`src/ngrfd_pkg.sv`:
```
`timescale 1ns / 1ps
// ----------------------------------------------------------------------------
// ngrfd_pkg
// Shared types, character codes and field tables of the GGA / RMC decoder.
// ----------------------------------------------------------------------------
package ngrfd_pkg;

	// kind of sentence found in the identifier
	typedef enum logic [1:0] {
		KIND_NONE = 2'd0,
		KIND_GGA  = 2'd1,
		KIND_RMC  = 2'd2
	} kind_t;

	// result status codes
	localparam logic [1:0] STATUS_GGA    = 2'd0;
	localparam logic [1:0] STATUS_RMC    = 2'd1;
	localparam logic [1:0] STATUS_REJECT = 2'd2;

	// characters of interest
	localparam logic [7:0] CHAR_COMMA = 8'h2C;
	localparam logic [7:0] CHAR_SOUTH = 8'h53;
	localparam logic [7:0] CHAR_EAST  = 8'h45;
	localparam logic [7:0] CHAR_VALID = 8'h41;

	// identifier length and counter limits
	localparam logic [3:0] ID_LEN      = 4'd6;
	localparam logic [3:0] ID_LAST_POS = 4'd5;
	localparam logic [3:0] CNT_MAX     = 4'd15;
	localparam logic [4:0] FIELD_MAX   = 5'd31;

	// field positions that carry decoded values
	localparam logic [4:0] GGA_F_TIME  = 5'd1;
	localparam logic [4:0] GGA_F_LAT   = 5'd2;
	localparam logic [4:0] GGA_F_NS    = 5'd3;
	localparam logic [4:0] GGA_F_LON   = 5'd4;
	localparam logic [4:0] GGA_F_EW    = 5'd5;
	localparam logic [4:0] GGA_F_FIX   = 5'd6;
	localparam logic [4:0] RMC_F_TIME  = 5'd1;
	localparam logic [4:0] RMC_F_STAT  = 5'd2;
	localparam logic [4:0] RMC_F_LAT   = 5'd3;
	localparam logic [4:0] RMC_F_NS    = 5'd4;
	localparam logic [4:0] RMC_F_LON   = 5'd5;
	localparam logic [4:0] RMC_F_EW    = 5'd6;

	// update controls produced when a field closes
	typedef struct packed {
		logic fail;
		logic time_we;
		logic lat_we;
		logic lon_we;
		logic south_we;
		logic east_we;
		logic fix_we;
	} close_ctl_t;

	// identifier characters, "$GPGGA" or "$GPRMC"
	function automatic logic [7:0] id_char(input logic rmc, input logic [2:0] pos);
		logic [7:0] c;
		unique case (pos)
			3'd0:    c = 8'h24;
			3'd1:    c = 8'h47;
			3'd2:    c = 8'h50;
			3'd3:    c = rmc ? 8'h52 : 8'h47;
			3'd4:    c = rmc ? 8'h4D : 8'h47;
			3'd5:    c = rmc ? 8'h43 : 8'h41;
			default: c = 8'h00;
		endcase
		return c;
	endfunction

	// allowed field length including the comma, zero past the table
	function automatic logic [3:0] field_limit(input kind_t kind, input logic [4:0] n);
		logic [3:0] lim;
		lim = 4'd0;
		unique case (kind)
			KIND_GGA: begin
				unique case (n)
					5'd0:    lim = 4'd6;
					5'd1:    lim = 4'd11;
					5'd2:    lim = 4'd10;
					5'd3:    lim = 4'd2;
					5'd4:    lim = 4'd11;
					5'd5:    lim = 4'd2;
					5'd6:    lim = 4'd2;
					5'd7:    lim = 4'd3;
					5'd8:    lim = 4'd6;
					5'd9:    lim = 4'd8;
					5'd10:   lim = 4'd2;
					5'd11:   lim = 4'd8;
					5'd12:   lim = 4'd2;
					5'd13:   lim = 4'd4;
					5'd14:   lim = 4'd4;
					5'd15:   lim = 4'd3;
					default: lim = 4'd0;
				endcase
			end
			KIND_RMC: begin
				unique case (n)
					5'd0:    lim = 4'd6;
					5'd1:    lim = 4'd11;
					5'd2:    lim = 4'd2;
					5'd3:    lim = 4'd10;
					5'd4:    lim = 4'd2;
					5'd5:    lim = 4'd11;
					5'd6:    lim = 4'd2;
					5'd7:    lim = 4'd8;
					5'd8:    lim = 4'd8;
					5'd9:    lim = 4'd8;
					5'd10:   lim = 4'd6;
					5'd11:   lim = 4'd2;
					5'd12:   lim = 4'd2;
					5'd13:   lim = 4'd3;
					default: lim = 4'd0;
				endcase
			end
			default: lim = 4'd0;
		endcase
		return lim;
	endfunction

endpackage

```
`src/nmea_gga_rmc_field_decoder_core.sv`:
```
`timescale 1ns / 1ps
// ----------------------------------------------------------------------------
// nmea_gga_rmc_field_decoder_core
// Byte-wide GGA / RMC sentence parser with registered decoded results.
// ----------------------------------------------------------------------------
// One sentence byte is taken per clock. A byte is held in the input
// register, where the field state, the length check and the decode are
// updated in a single pass; the byte flagged last produces one result
// transaction, captured in the result register as the byte leaves the
// input register. Throughput is one byte per cycle, and input ready only
// drops when the last byte of a sentence finds the result register still
// occupied. FIELD_CHARS (11 to 16) sets how many field characters are kept.
module nmea_gga_rmc_field_decoder_core #(
	parameter int FIELD_CHARS = 12
) (
	input  logic        clk,
	input  logic        arst_n,
	input  logic        in_valid,
	output logic        in_ready,
	input  logic [7:0]  sentence_byte,
	input  logic        last_byte,
	output logic        out_valid,
	input  logic        out_ready,
	output logic [1:0]  status,
	output logic [7:0]  utc_hours,
	output logic [7:0]  utc_minutes,
	output logic [7:0]  utc_seconds,
	output logic [7:0]  lat_degrees,
	output logic [7:0]  lat_minutes,
	output logic [14:0] lat_fraction,
	output logic [10:0] lon_degrees,
	output logic [7:0]  lon_minutes,
	output logic [14:0] lon_fraction,
	output logic [1:0]  hemisphere_bits,
	output logic [3:0]  fix_quality
);
	import ngrfd_pkg::*;

	localparam int IDX_W = $clog2(FIELD_CHARS);

	// input register
	logic       valid_s1;
	logic [7:0] byte_s1;
	logic       last_s1;
	logic       adv;

	// sentence state
	logic [4:0] field_q, field_d;
	logic [3:0] cnt_q, cnt_d, cnt_w;
	logic [7:0] first_q, first_d, first_w;
	logic [1:0] idm_q, idm_d, idm_t;
	kind_t      kind_q, kind_d;
	logic       err_q, err_d;
	logic [3:0] digit_q [FIELD_CHARS];
	logic [3:0] digit_d [FIELD_CHARS];
	logic [3:0] digit_w [FIELD_CHARS];

	// decoded stores
	logic [7:0]  hrs_q, hrs_d, min_q, min_d, sec_q, sec_d;
	logic [7:0]  latd_q, latd_d, latm_q, latm_d;
	logic [14:0] latf_q, latf_d, lonf_q, lonf_d;
	logic [10:0] lond_q, lond_d;
	logic [7:0]  lonm_q, lonm_d;
	logic        south_q, south_d, east_q, east_d;
	logic [3:0]  fix_q, fix_d;
	logic [1:0]  status_n;

	// close decode outputs
	close_ctl_t  ctl;
	logic [7:0]  c_hrs, c_min, c_sec, c_latd, c_latm, c_lonm;
	logic [14:0] c_latf, c_lonf;
	logic [10:0] c_lond;
	logic        c_south, c_east;
	logic [3:0]  c_fix;

	// handshake: the last byte needs a free result slot
	assign adv      = valid_s1 && (!last_s1 || !out_valid || out_ready);
	assign in_ready = !valid_s1 || adv;

	always_ff @(posedge clk or negedge arst_n) begin
		if (!arst_n) begin
			valid_s1 <= 1'b0;
		end else if (in_valid && in_ready) begin
			valid_s1 <= 1'b1;
		end else if (adv) begin
			valid_s1 <= 1'b0;
		end
	end

	always_ff @(posedge clk) begin
		if (in_valid && in_ready) begin
			byte_s1 <= sentence_byte;
			last_s1 <= last_byte;
		end
	end

	// field data with the current byte written in
	always_comb begin
		digit_w = digit_q;
		if ({1'b0, cnt_q} < 5'(FIELD_CHARS)) begin
			digit_w[cnt_q[IDX_W-1:0]] = byte_s1[3:0];
		end
		first_w = (cnt_q == 4'd0) ? byte_s1 : first_q;
		cnt_w   = (cnt_q == CNT_MAX) ? cnt_q : cnt_q + 4'd1;
	end

	ngrfd_field_close #(
		.FIELD_CHARS(FIELD_CHARS)
	) u_close (
		.kind      (kind_q),
		.field_num (field_q),
		.char_cnt  (cnt_w),
		.first_ch  (first_w),
		.digits    (digit_w),
		.ctl       (ctl),
		.hours     (c_hrs),
		.minutes   (c_min),
		.seconds   (c_sec),
		.lat_deg   (c_latd),
		.lat_min   (c_latm),
		.lat_frac  (c_latf),
		.lon_deg   (c_lond),
		.lon_min   (c_lonm),
		.lon_frac  (c_lonf),
		.south     (c_south),
		.east      (c_east),
		.fix       (c_fix)
	);

	// next sentence state and stores
	always_comb begin
		field_d = field_q;
		cnt_d   = cnt_q;
		first_d = first_q;
		idm_d   = idm_q;
		idm_t   = idm_q;
		kind_d  = kind_q;
		err_d   = err_q;
		digit_d = digit_q;
		hrs_d   = hrs_q;
		min_d   = min_q;
		sec_d   = sec_q;
		latd_d  = latd_q;
		latm_d  = latm_q;
		latf_d  = latf_q;
		lond_d  = lond_q;
		lonm_d  = lonm_q;
		lonf_d  = lonf_q;
		south_d = south_q;
		east_d  = east_q;
		fix_d   = fix_q;
		if (adv && !err_q) begin
			if (field_q == 5'd0) begin
				// identifier and the rest of field 0
				if (cnt_q < ID_LEN) begin
					if (byte_s1 != id_char(1'b0, cnt_q[2:0])) idm_t[0] = 1'b0;
					if (byte_s1 != id_char(1'b1, cnt_q[2:0])) idm_t[1] = 1'b0;
					idm_d = idm_t;
					if (cnt_q == ID_LAST_POS) begin
						priority if (idm_t[0]) begin
							kind_d = KIND_GGA;
						end else if (idm_t[1]) begin
							kind_d = KIND_RMC;
						end else begin
							err_d = 1'b1;
						end
					end
					cnt_d = cnt_q + 4'd1;
				end else if (byte_s1 == CHAR_COMMA) begin
					field_d = 5'd1;
					cnt_d   = 4'd0;
					first_d = 8'd0;
					for (int i = 0; i < FIELD_CHARS; i++) digit_d[i] = 4'd0;
				end else if (cnt_q != CNT_MAX) begin
					cnt_d = cnt_q + 4'd1;
				end
			end else begin
				first_d = first_w;
				digit_d = digit_w;
				cnt_d   = cnt_w;
				// field closes at a comma or the last byte
				if (byte_s1 == CHAR_COMMA || last_s1) begin
					if (ctl.fail) err_d = 1'b1;
					if (ctl.time_we) begin
						hrs_d = c_hrs;
						min_d = c_min;
						sec_d = c_sec;
					end
					if (ctl.lat_we) begin
						latd_d = c_latd;
						latm_d = c_latm;
						latf_d = c_latf;
					end
					if (ctl.lon_we) begin
						lond_d = c_lond;
						lonm_d = c_lonm;
						lonf_d = c_lonf;
					end
					if (ctl.south_we) south_d = c_south;
					if (ctl.east_we) east_d = c_east;
					if (ctl.fix_we) fix_d = c_fix;
				end
				// open the next field
				if (byte_s1 == CHAR_COMMA && !last_s1) begin
					if (field_q != FIELD_MAX) field_d = field_q + 5'd1;
					cnt_d   = 4'd0;
					first_d = 8'd0;
					for (int i = 0; i < FIELD_CHARS; i++) digit_d[i] = 4'd0;
				end
			end
		end
		// sentence status before the per-sentence state is cleared
		if (err_d || kind_d == KIND_NONE) begin
			status_n = STATUS_REJECT;
		end else if (kind_d == KIND_GGA) begin
			status_n = STATUS_GGA;
		end else begin
			status_n = STATUS_RMC;
		end
		if (adv && last_s1) begin
			field_d = 5'd0;
			cnt_d   = 4'd0;
			first_d = 8'd0;
			idm_d   = 2'b11;
			kind_d  = KIND_NONE;
			err_d   = 1'b0;
			for (int i = 0; i < FIELD_CHARS; i++) digit_d[i] = 4'd0;
		end
	end

	// state and store registers
	always_ff @(posedge clk or negedge arst_n) begin
		if (!arst_n) begin
			field_q <= 5'd0;
			cnt_q   <= 4'd0;
			first_q <= 8'd0;
			idm_q   <= 2'b11;
			kind_q  <= KIND_NONE;
			err_q   <= 1'b0;
			for (int i = 0; i < FIELD_CHARS; i++) digit_q[i] <= 4'd0;
			hrs_q   <= 8'd0;
			min_q   <= 8'd0;
			sec_q   <= 8'd0;
			latd_q  <= 8'd0;
			latm_q  <= 8'd0;
			latf_q  <= 15'd0;
			lond_q  <= 11'd0;
			lonm_q  <= 8'd0;
			lonf_q  <= 15'd0;
			south_q <= 1'b0;
			east_q  <= 1'b0;
			fix_q   <= 4'd0;
		end else begin
			field_q <= field_d;
			cnt_q   <= cnt_d;
			first_q <= first_d;
			idm_q   <= idm_d;
			kind_q  <= kind_d;
			err_q   <= err_d;
			digit_q <= digit_d;
			hrs_q   <= hrs_d;
			min_q   <= min_d;
			sec_q   <= sec_d;
			latd_q  <= latd_d;
			latm_q  <= latm_d;
			latf_q  <= latf_d;
			lond_q  <= lond_d;
			lonm_q  <= lonm_d;
			lonf_q  <= lonf_d;
			south_q <= south_d;
			east_q  <= east_d;
			fix_q   <= fix_d;
		end
	end

	// result register
	always_ff @(posedge clk or negedge arst_n) begin
		if (!arst_n) begin
			out_valid <= 1'b0;
		end else if (adv && last_s1) begin
			out_valid <= 1'b1;
		end else if (out_ready) begin
			out_valid <= 1'b0;
		end
	end

	always_ff @(posedge clk) begin
		if (adv && last_s1) begin
			status          <= status_n;
			utc_hours       <= hrs_d;
			utc_minutes     <= min_d;
			utc_seconds     <= sec_d;
			lat_degrees     <= latd_d;
			lat_minutes     <= latm_d;
			lat_fraction    <= latf_d;
			lon_degrees     <= lond_d;
			lon_minutes     <= lonm_d;
			lon_fraction    <= lonf_d;
			hemisphere_bits <= {east_d, south_d};
			fix_quality     <= fix_d;
		end
	end

endmodule

```
`src/ngrfd_field_close.sv`:
```
`timescale 1ns / 1ps
// ----------------------------------------------------------------------------
// ngrfd_field_close
// Length check and value decode of a field at its closing character.
// ----------------------------------------------------------------------------
module ngrfd_field_close #(
	parameter int FIELD_CHARS = 12
) (
	input  ngrfd_pkg::kind_t      kind,
	input  logic [4:0]            field_num,
	input  logic [3:0]            char_cnt,
	input  logic [7:0]            first_ch,
	input  logic [3:0]            digits [FIELD_CHARS],
	output ngrfd_pkg::close_ctl_t ctl,
	output logic [7:0]            hours,
	output logic [7:0]            minutes,
	output logic [7:0]            seconds,
	output logic [7:0]            lat_deg,
	output logic [7:0]            lat_min,
	output logic [14:0]           lat_frac,
	output logic [10:0]           lon_deg,
	output logic [7:0]            lon_min,
	output logic [14:0]           lon_frac,
	output logic                  south,
	output logic                  east,
	output logic [3:0]            fix
);
	import ngrfd_pkg::*;

	logic len_bad;

	// two-, three- and four-digit decimal values from the stored nibbles
	assign hours    = {4'd0, digits[0]} * 8'd10 + {4'd0, digits[1]};
	assign minutes  = {4'd0, digits[2]} * 8'd10 + {4'd0, digits[3]};
	assign seconds  = {4'd0, digits[4]} * 8'd10 + {4'd0, digits[5]};
	assign lat_deg  = {4'd0, digits[0]} * 8'd10 + {4'd0, digits[1]};
	assign lat_min  = {4'd0, digits[2]} * 8'd10 + {4'd0, digits[3]};
	// fifth character is the dot
	assign lat_frac = {11'd0, digits[5]} * 15'd1000 + {11'd0, digits[6]} * 15'd100
	                + {11'd0, digits[7]} * 15'd10 + {11'd0, digits[8]};
	assign lon_deg  = {7'd0, digits[0]} * 11'd100 + {7'd0, digits[1]} * 11'd10
	                + {7'd0, digits[2]};
	assign lon_min  = {4'd0, digits[3]} * 8'd10 + {4'd0, digits[4]};
	// sixth character is the dot
	assign lon_frac = {11'd0, digits[6]} * 15'd1000 + {11'd0, digits[7]} * 15'd100
	                + {11'd0, digits[8]} * 15'd10 + {11'd0, digits[9]};
	assign south    = (first_ch == CHAR_SOUTH);
	assign east     = (first_ch == CHAR_EAST);
	assign fix      = digits[0];

	assign len_bad = (char_cnt > field_limit(kind, field_num));

	// per-type field actions
	always_comb begin
		ctl = '0;
		if (len_bad) begin
			ctl.fail = 1'b1;
		end else if (kind == KIND_GGA) begin
			ctl.time_we  = (field_num == GGA_F_TIME);
			ctl.lat_we   = (field_num == GGA_F_LAT);
			ctl.south_we = (field_num == GGA_F_NS);
			ctl.lon_we   = (field_num == GGA_F_LON);
			ctl.east_we  = (field_num == GGA_F_EW);
			ctl.fix_we   = (field_num == GGA_F_FIX);
			// no fix means the position is unusable
			ctl.fail     = (field_num == GGA_F_FIX) && (digits[0] == 4'd0);
		end else begin
			ctl.time_we  = (field_num == RMC_F_TIME);
			ctl.lat_we   = (field_num == RMC_F_LAT);
			ctl.south_we = (field_num == RMC_F_NS);
			ctl.lon_we   = (field_num == RMC_F_LON);
			ctl.east_we  = (field_num == RMC_F_EW);
			ctl.fail     = (field_num == RMC_F_STAT) && (first_ch != CHAR_VALID);
		end
	end

endmodule
```
`config.mk`:
```
export PLATFORM = sky130hd
export DESIGN_NAME = nmea_gga_rmc_field_decoder_core
export DESIGN_NICKNAME = d
export VERILOG_FILES = /design/src/ngrfd_pkg.sv /design/src/nmea_gga_rmc_field_decoder_core.sv /design/src/ngrfd_field_close.sv
export SDC_FILE = /design/constraint.sdc
export NUM_CORES = 1
export LEC_CHECK = 0
export ABC_AREA = 1
export BUFFER_PORTS_ARGS = -buffer_cell sky130_fd_sc_hd__buf_2
export CAP_MARGIN = 20
export CORE_MARGIN = 10
export CORE_UTILIZATION = 28
export DETAILED_ROUTE_END_ITERATION = 7
export PLACE_DENSITY_LB_ADDON = 0.1
export SYNTH_ARGS = -nofsm -noshare
export SYNTH_HDL_FRONTEND = slang
export SYNTH_SLANG_ARGS = --single-unit
export TNS_END_PERCENT = 20
```
`constraint.sdc`:
```
create_clock -name clk -period 12.3 [get_ports clk]
set_clock_uncertainty 0.15 [all_clocks]
set_input_delay 2.46 -clock clk [delete_from_list [all_inputs] [get_ports clk]]
set_output_delay 2.46 -clock clk [all_outputs]
set_load 0.05 [all_outputs]
```
[After elaboration in Yosys (flattened, before gate mapping)]
Memories as Yosys holds them, arrays and structs flattened.
Index checks and enable logic that the tools add are counted.
Storage, ports and cells
  output and inout bits: 99
  memories kept: 2
  register bits after elaboration: 273
  logic and storage cells: 271
  input port bits: 13
  bits in read-only memories: 128
Memories
  (no name shown): words 16, width 4, rd ports 1, clocked after Yosys merged registers in 0, wr ports 0, line ngrfd_pkg.sv:78  | unique case (n)
  (no name shown): words 16, width 4, rd ports 1, clocked after Yosys merged registers in 0, wr ports 0, line ngrfd_pkg.sv:99  | unique case (n)
Cells by class
  mux-type cells: 128
  bitwise logic cells: 1
  multipliers: 12
  equal/unequal tests: 27
  $lt $le $gt $ge: 5
  add/subtract/negate cells: 14
  reduce and logical (&&, ||, !) cells: 36
Operator list (number)
  48-bit two-way mux: 7
  8-bit two-way mux: 37
  15-bit two-way mux: 8
  4-bit two-way mux: 15
  4-bit by 3-bit multiplier with 7-bit output (second input constant): 7
  48-bit bitwise mux: 1
  11-bit two-way mux: 4
  7-bit case mux with 6 select lines: 1
  5-bit two-way mux: 7
  8-bit by 4-bit adder with 8-bit output: 4
  1-bit two-way mux: 32
  14-bit by 11-bit adder with 15-bit output: 2
  15-bit by 4-bit adder with 15-bit output: 2
  15-bit by 8-bit adder with 15-bit output: 2
  7-bit case mux with 4 select lines: 1
  4-bit by 5-bit multiplier with 9-bit output (second input constant): 3
  4-bit by 7-bit multiplier with 11-bit output (second input constant): 2
  2-bit two-way mux: 11
  4-bit demux with 4-bit select: 1
  8-bit by 7-bit equality test with 1-bit output (second input constant): 2
  8-bit != test: 2
  5-bit by 3-bit equality test with 1-bit output (second input constant): 3
  6-bit two-way mux: 2
  11-bit by 4-bit adder with 11-bit output: 1
  other kinds (41): 66

[Longest topological paths before layout]
  depth after elaboration: 19
  depth in mapped cells: 30
  depth with buffers taken out: 29

[Cells and area by module]
A second synthesis with hierarchy kept.
Second synthesis, totals
  cell total of the unflattened synthesis: 1721
  area, all modules: 17530.6 µm²
By module, submodules not included
  nmea_gga_rmc_field_decoder_core: times used 1, cells each 930, area an instance 11649.9 µm²
  ngrfd_field_close: times used 1, cells each 791, area an instance 5880.6 µm²

[Worst setup path before layout]
Ideal clock, no wire load.
  kind: input to output
  start point: input port out_ready
  end point: output port in_ready
  path buffers: 0
  data arrival time: 3.009 ns
  cell stages on the path: 2
  required time: 9.690 ns
  slack: 6.681 ns
  cells stage by stage: inv_1 nand4_1
Between the ends
  word-level cells in the longest chain between the ends: 3
RTL lines
  start: declaration: line nmea_gga_rmc_field_decoder_core.sv:23  | input logic out_ready,
  1-bit logical OR: line nmea_gga_rmc_field_decoder_core.sv:77  | assign adv = valid_s1 && (!last_s1 || !out_valid || out_ready);
  1-bit logical AND: line nmea_gga_rmc_field_decoder_core.sv:77
  1-bit logical OR: line nmea_gga_rmc_field_decoder_core.sv:78  | assign in_ready = !valid_s1 || adv;
  end: declaration: line nmea_gga_rmc_field_decoder_core.sv:19  | output logic in_ready,
Every way passes these cells.

[Worst setup path in the final report]
  start point: register cnt_q[1]
  end point: register lat_fraction[12] (data pin)
Between the ends
  word-level cells in the longest chain between the ends: 15
  elaborated cells on any way between the ends: 24
  those cells by class: 4 x add/sub; 3 x mul; 4 x order compare; 1 x eq/ne; 10 x mux; 1 x bitwise; 1 x reduce/logical
RTL lines
  start: declaration: line nmea_gga_rmc_field_decoder_core.sv:49  | logic [3:0] cnt_q, cnt_d, cnt_w;
  start signal: assignment: line nmea_gga_rmc_field_decoder_core.sv:255  | cnt_q <= cnt_d;
  4-bit NOT with 5-bit output (not written as such): line nmea_gga_rmc_field_decoder_core.sv:101  | digit_w[cnt_q[IDX_W-1:0]] = byte_s1[3:0];
  5-bit greater-or-equal comparator (not written as such) / 5-bit by 1-bit less-than comparator with 1-bit output (equally long branches): line nmea_gga_rmc_field_decoder_core.sv:101
  1-bit logical AND (not written as such): line nmea_gga_rmc_field_decoder_core.sv:101
  4-bit two-way mux (not written as such): line nmea_gga_rmc_field_decoder_core.sv:101
  4-bit demux with 4-bit select: line nmea_gga_rmc_field_decoder_core.sv:101
  48-bit bitwise mux: line nmea_gga_rmc_field_decoder_core.sv:101
  48-bit two-way mux: line nmea_gga_rmc_field_decoder_core.sv:100  | if ({1'b0, cnt_q} < 5'(FIELD_CHARS)) begin
  4-bit by 7-bit multiplier with 11-bit output / 4-bit by 5-bit multiplier with 9-bit output (equally long branches): line ngrfd_field_close.sv:39  | assign lat_frac = {11'd0, digits[5]} * 15'd1000 + {11'd0, digits[6]} * 15'd100
  14-bit by 11-bit adder with 15-bit output: line ngrfd_field_close.sv:39
  15-bit by 8-bit adder with 15-bit output: line ngrfd_field_close.sv:40  | + {11'd0, digits[7]} * 15'd10 + {11'd0, digits[8]};
  15-bit by 4-bit adder with 15-bit output: line ngrfd_field_close.sv:40
  15-bit two-way mux *: line nmea_gga_rmc_field_decoder_core.sv:189  | if (ctl.lat_we) begin
  15-bit two-way mux *: line nmea_gga_rmc_field_decoder_core.sv:182  | if (byte_s1 == CHAR_COMMA || last_s1) begin
  15-bit two-way mux *: line nmea_gga_rmc_field_decoder_core.sv:153  | if (field_q == 5'd0) begin
  15-bit two-way mux *: line nmea_gga_rmc_field_decoder_core.sv:152  | if (adv && !err_q) begin
  via latf_d[12]: line nmea_gga_rmc_field_decoder_core.sv:61  | logic [14:0] latf_q, latf_d, lonf_q, lonf_d;
  end signal: assignment: line nmea_gga_rmc_field_decoder_core.sv:295  | lat_fraction <= latf_d;
  end: declaration: line nmea_gga_rmc_field_decoder_core.sv:30  | output logic [14:0] lat_fraction,
Mark *: on every way through the listed nets, which the timed path passes. The rest lies on a longest branch. The select of a mux whose other input is x is not followed.
A chain may end at the register's enable or synchronous reset.

==> run metrics <==
slowest stage delay, CP 0.51 ns; post-synth top area share 24.39%; Mapped Cells approximately 1700; most frequent cells in the layout 328 x nand2_1, 217 x inv_1, 173 x ha_1; setup TNS 0 ns; Via-to-Cell Ratio 4.481; Clk pwr share 23.7%; Detailed Place HPWL 34020 um; final core occ approximately 33%; Tmin final 6.005 ns; Post-CTS Setup Inserts 0; antenna violations before repair 0; max-slew violations 0; Worst Setup End Kind flop; EDFF count, synth between 100 and 150; NetSw a little under 2000 uW; Initial Util 28.40%; Crit Path Class reg -> reg; Max Clk Rate 166.5 MHz; Die W 259.8 um; largest net degree at the start of global routing 65; drt pass-1 iters 6; Pwr Total 4373 uW; maxcap violations 0; # resized after CTS 0; CP required 12.45 ns; Sequential Power Share roughly 27%; drc violations 0; wire per inst roughly 17 um; CTS Sinks 265; CP max FO 9; Layout area overhead 16.07%; Ant. Diodes 0; die span in y between 200 and 300 um; Final Hold Fails 0; area of the multi-input gates ~7900 um^2; routability cong. approximately 0.80; pin slew with the least headroom to its limit 0.9998 ns; global-route wire length before repair ~70000 um; Skew-Pair Late Insertion Delay around 0.56 ns; global route overflow 0; vias in the first global route roughly 12000; CP arrival 6.15 ns; RSZ-0062 raised after global routing false; synth warn 0; Synth Register Bits 265; htree depth 2; hold buffers post-CTS 0; async set or reset register ratio after synthesis 60.00%; Worst Hold Class reg -> reg; TritonCTS Buffers 35; Pint 2423 uW; period utilisation layout 48.82%; Slowest-stage cell, CP fa_1; Leak Pwr 0.009396 uW; mapped cell area 16110 um^2; Reg area 7164 um^2; antenna-violating nets left 0; top_reg_cell synth dfrtp_1; final net count around 2100; Comb pwr share 49.2%; port buffer count 111; Setup WS post-layout 6.295 ns; CTS tree done; Root Buffer clkbuf_16; Die Area just under 70000 um^2; pwr dens around 230 nW/um^2; Final setup viols 0; leading cell type in the layout, fill and taps excluded nand2_1; share of post-route cells with drive strength above 1 around 13%; number of distinct library cells after synthesis between 50 and 60; worst-case reg-to-reg path depth 26; startpoint types flop; # IOs 112; Hold Crit Depth 2; status completed; register area share after synthesis 44.48%; Clock Path Buffers 3; total track usage approximately 14%; Crit path top cell by count ha_1; Syn Area/Cell between 9 and 10 um^2; dominant cell type by area after synthesis dfrtp_1; layout filler cell count 5864; clock-pin slew on the worst setup and hold paths roughly 0.060 ns; Worst slew margin 33.25%; dpl ws between 6 and 7 ns; synth top area cells dfrtp_1 24%, edfxtp_1 20%, ha_1 13%; total core area 56710 um^2; Sw Share 44.58%; 1st-iter DRT viols 619; total number of vias ~12000; WL final 44910 um; peak supply drop just over 100 uV; Post-Syn Nets about 1900; row count 87
[per-stage QoR]
stage / cells / hold slack (ns) / instance area, um^2
after floorplan: 1695 / 0.2906 / 16110
after global placement: 2543 / 0.3088 / 17540
after detailed placement: 2543 / 0.3113 / 17540
after CTS: 2607 / 0.3257 / 18690
after global routing: 2607 / 0.3468 / 18690
final: 2607 / 0.3242 / 18690
[critical path, delay by kind of cell, from the launching register on]
| family | cells | cell delay (ns) |
|---|---|---|
| flip-flops | 1 | 0.48 |
| XOR/XNOR | 1 | 0.17 |
| AND/OR/NAND/NOR | 9 | 1.14 |
| buffers and inverters | 4 | 0.42 |
| AO/OA/AOI/OAI | 4 | 0.55 |
| adder cells (fa/ha/maj) | 8 | 2.82 |
[layer usage]
metal	vias up	part of all wire [%]	track usage [%]
met2	160	48	23.04
met1	5589	46	17.31
met5	-	0	0
met3	54	3.7	2.421
li1	5878	-	-
met4	0	2.3	3.622
[state kept, by name, indices dropped and copies added, names as in the netlist, 11 cells and up]
signal        flops
digit_q          40
lonf_q           15
lon_degrees      11
lon_fraction     15
lond_q           11
lat_fraction     15
latf_q           15
[layout make-up]
cell class                      count  area share (%)
Timing Repair Buffer              127           3.648
Sequential cell                   265           38.33
Tap cell                          756           5.060
Inverter                          233           4.732
Multi-Input combinational cell   1162           42.04
Clock inverter                     21           1.185
Clock buffer                       43           5.007
[synth_stat cells (4+ instances only)]
cell type / number
xnor2_1: 18
nand3b_1: 4
nand4_1: 12
buf_4: 4
nand2_2: 7
edfxtp_1: 106
a31oi_1: 10
inv_1: 217
ha_1: 173
buf_2: 19
nor3_1: 9
clkbuf_1: 8
nand2_1: 328
a21o_1: 5
o21ai_1: 25
or2_2: 7
fa_1: 44
xor2_1: 53
o31ai_1: 26
dfrtp_1: 157
o21a_1: 4
buf_6: 4
nor2_2: 6
a21oi_1: 61
nand3_1: 84
o21ai_2: 9
inv_2: 12
nor2_1: 129
o21ai_0: 113
[power by group through the flow]
stage          Sequential, uW  Combinational, uW  Clock (uW)
2_1_floorplan            1300               1450           0
3_3_place_gp             1200               2190           0
3_5_place_dp             1200               2190           0
4_1_cts                  1190               2210        1080
5_1_grt                  1200               2470        1110
6_report                 1190               2150        1040
[path summary, 6_finish.rpt]
check                                      from                         end  slack [ns]
max reg2reg                cnt_q[1]$_DFFE_PN0P_  lat_fraction[12]$_DFFE_PP_        6.30
min in group asynchronous                arst_n         lond_q[2]$_DFF_PN0_        1.67
max in group asynchronous                arst_n         latf_q[6]$_DFF_PN0_        8.33
max                        cnt_q[1]$_DFFE_PN0P_  lat_fraction[12]$_DFFE_PP_        6.30
min                         latd_q[7]$_DFF_PN0_         latd_q[7]$_DFF_PN0_        0.32
min reg2reg                 latd_q[7]$_DFF_PN0_         latd_q[7]$_DFF_PN0_        0.32
[cells by family after synthesis]
logic type      after synthesis  share of synthesized area [%]
compound gates              268                          9.665
xor+xnor                     71                          3.861
fa+ha+maj                   217                          18.91
buf+inv                     268                          6.720
flops                       265                          44.48
mux                           4                         0.2564
simple gates                602                          16.10
(Power assumes the default switching activity.)
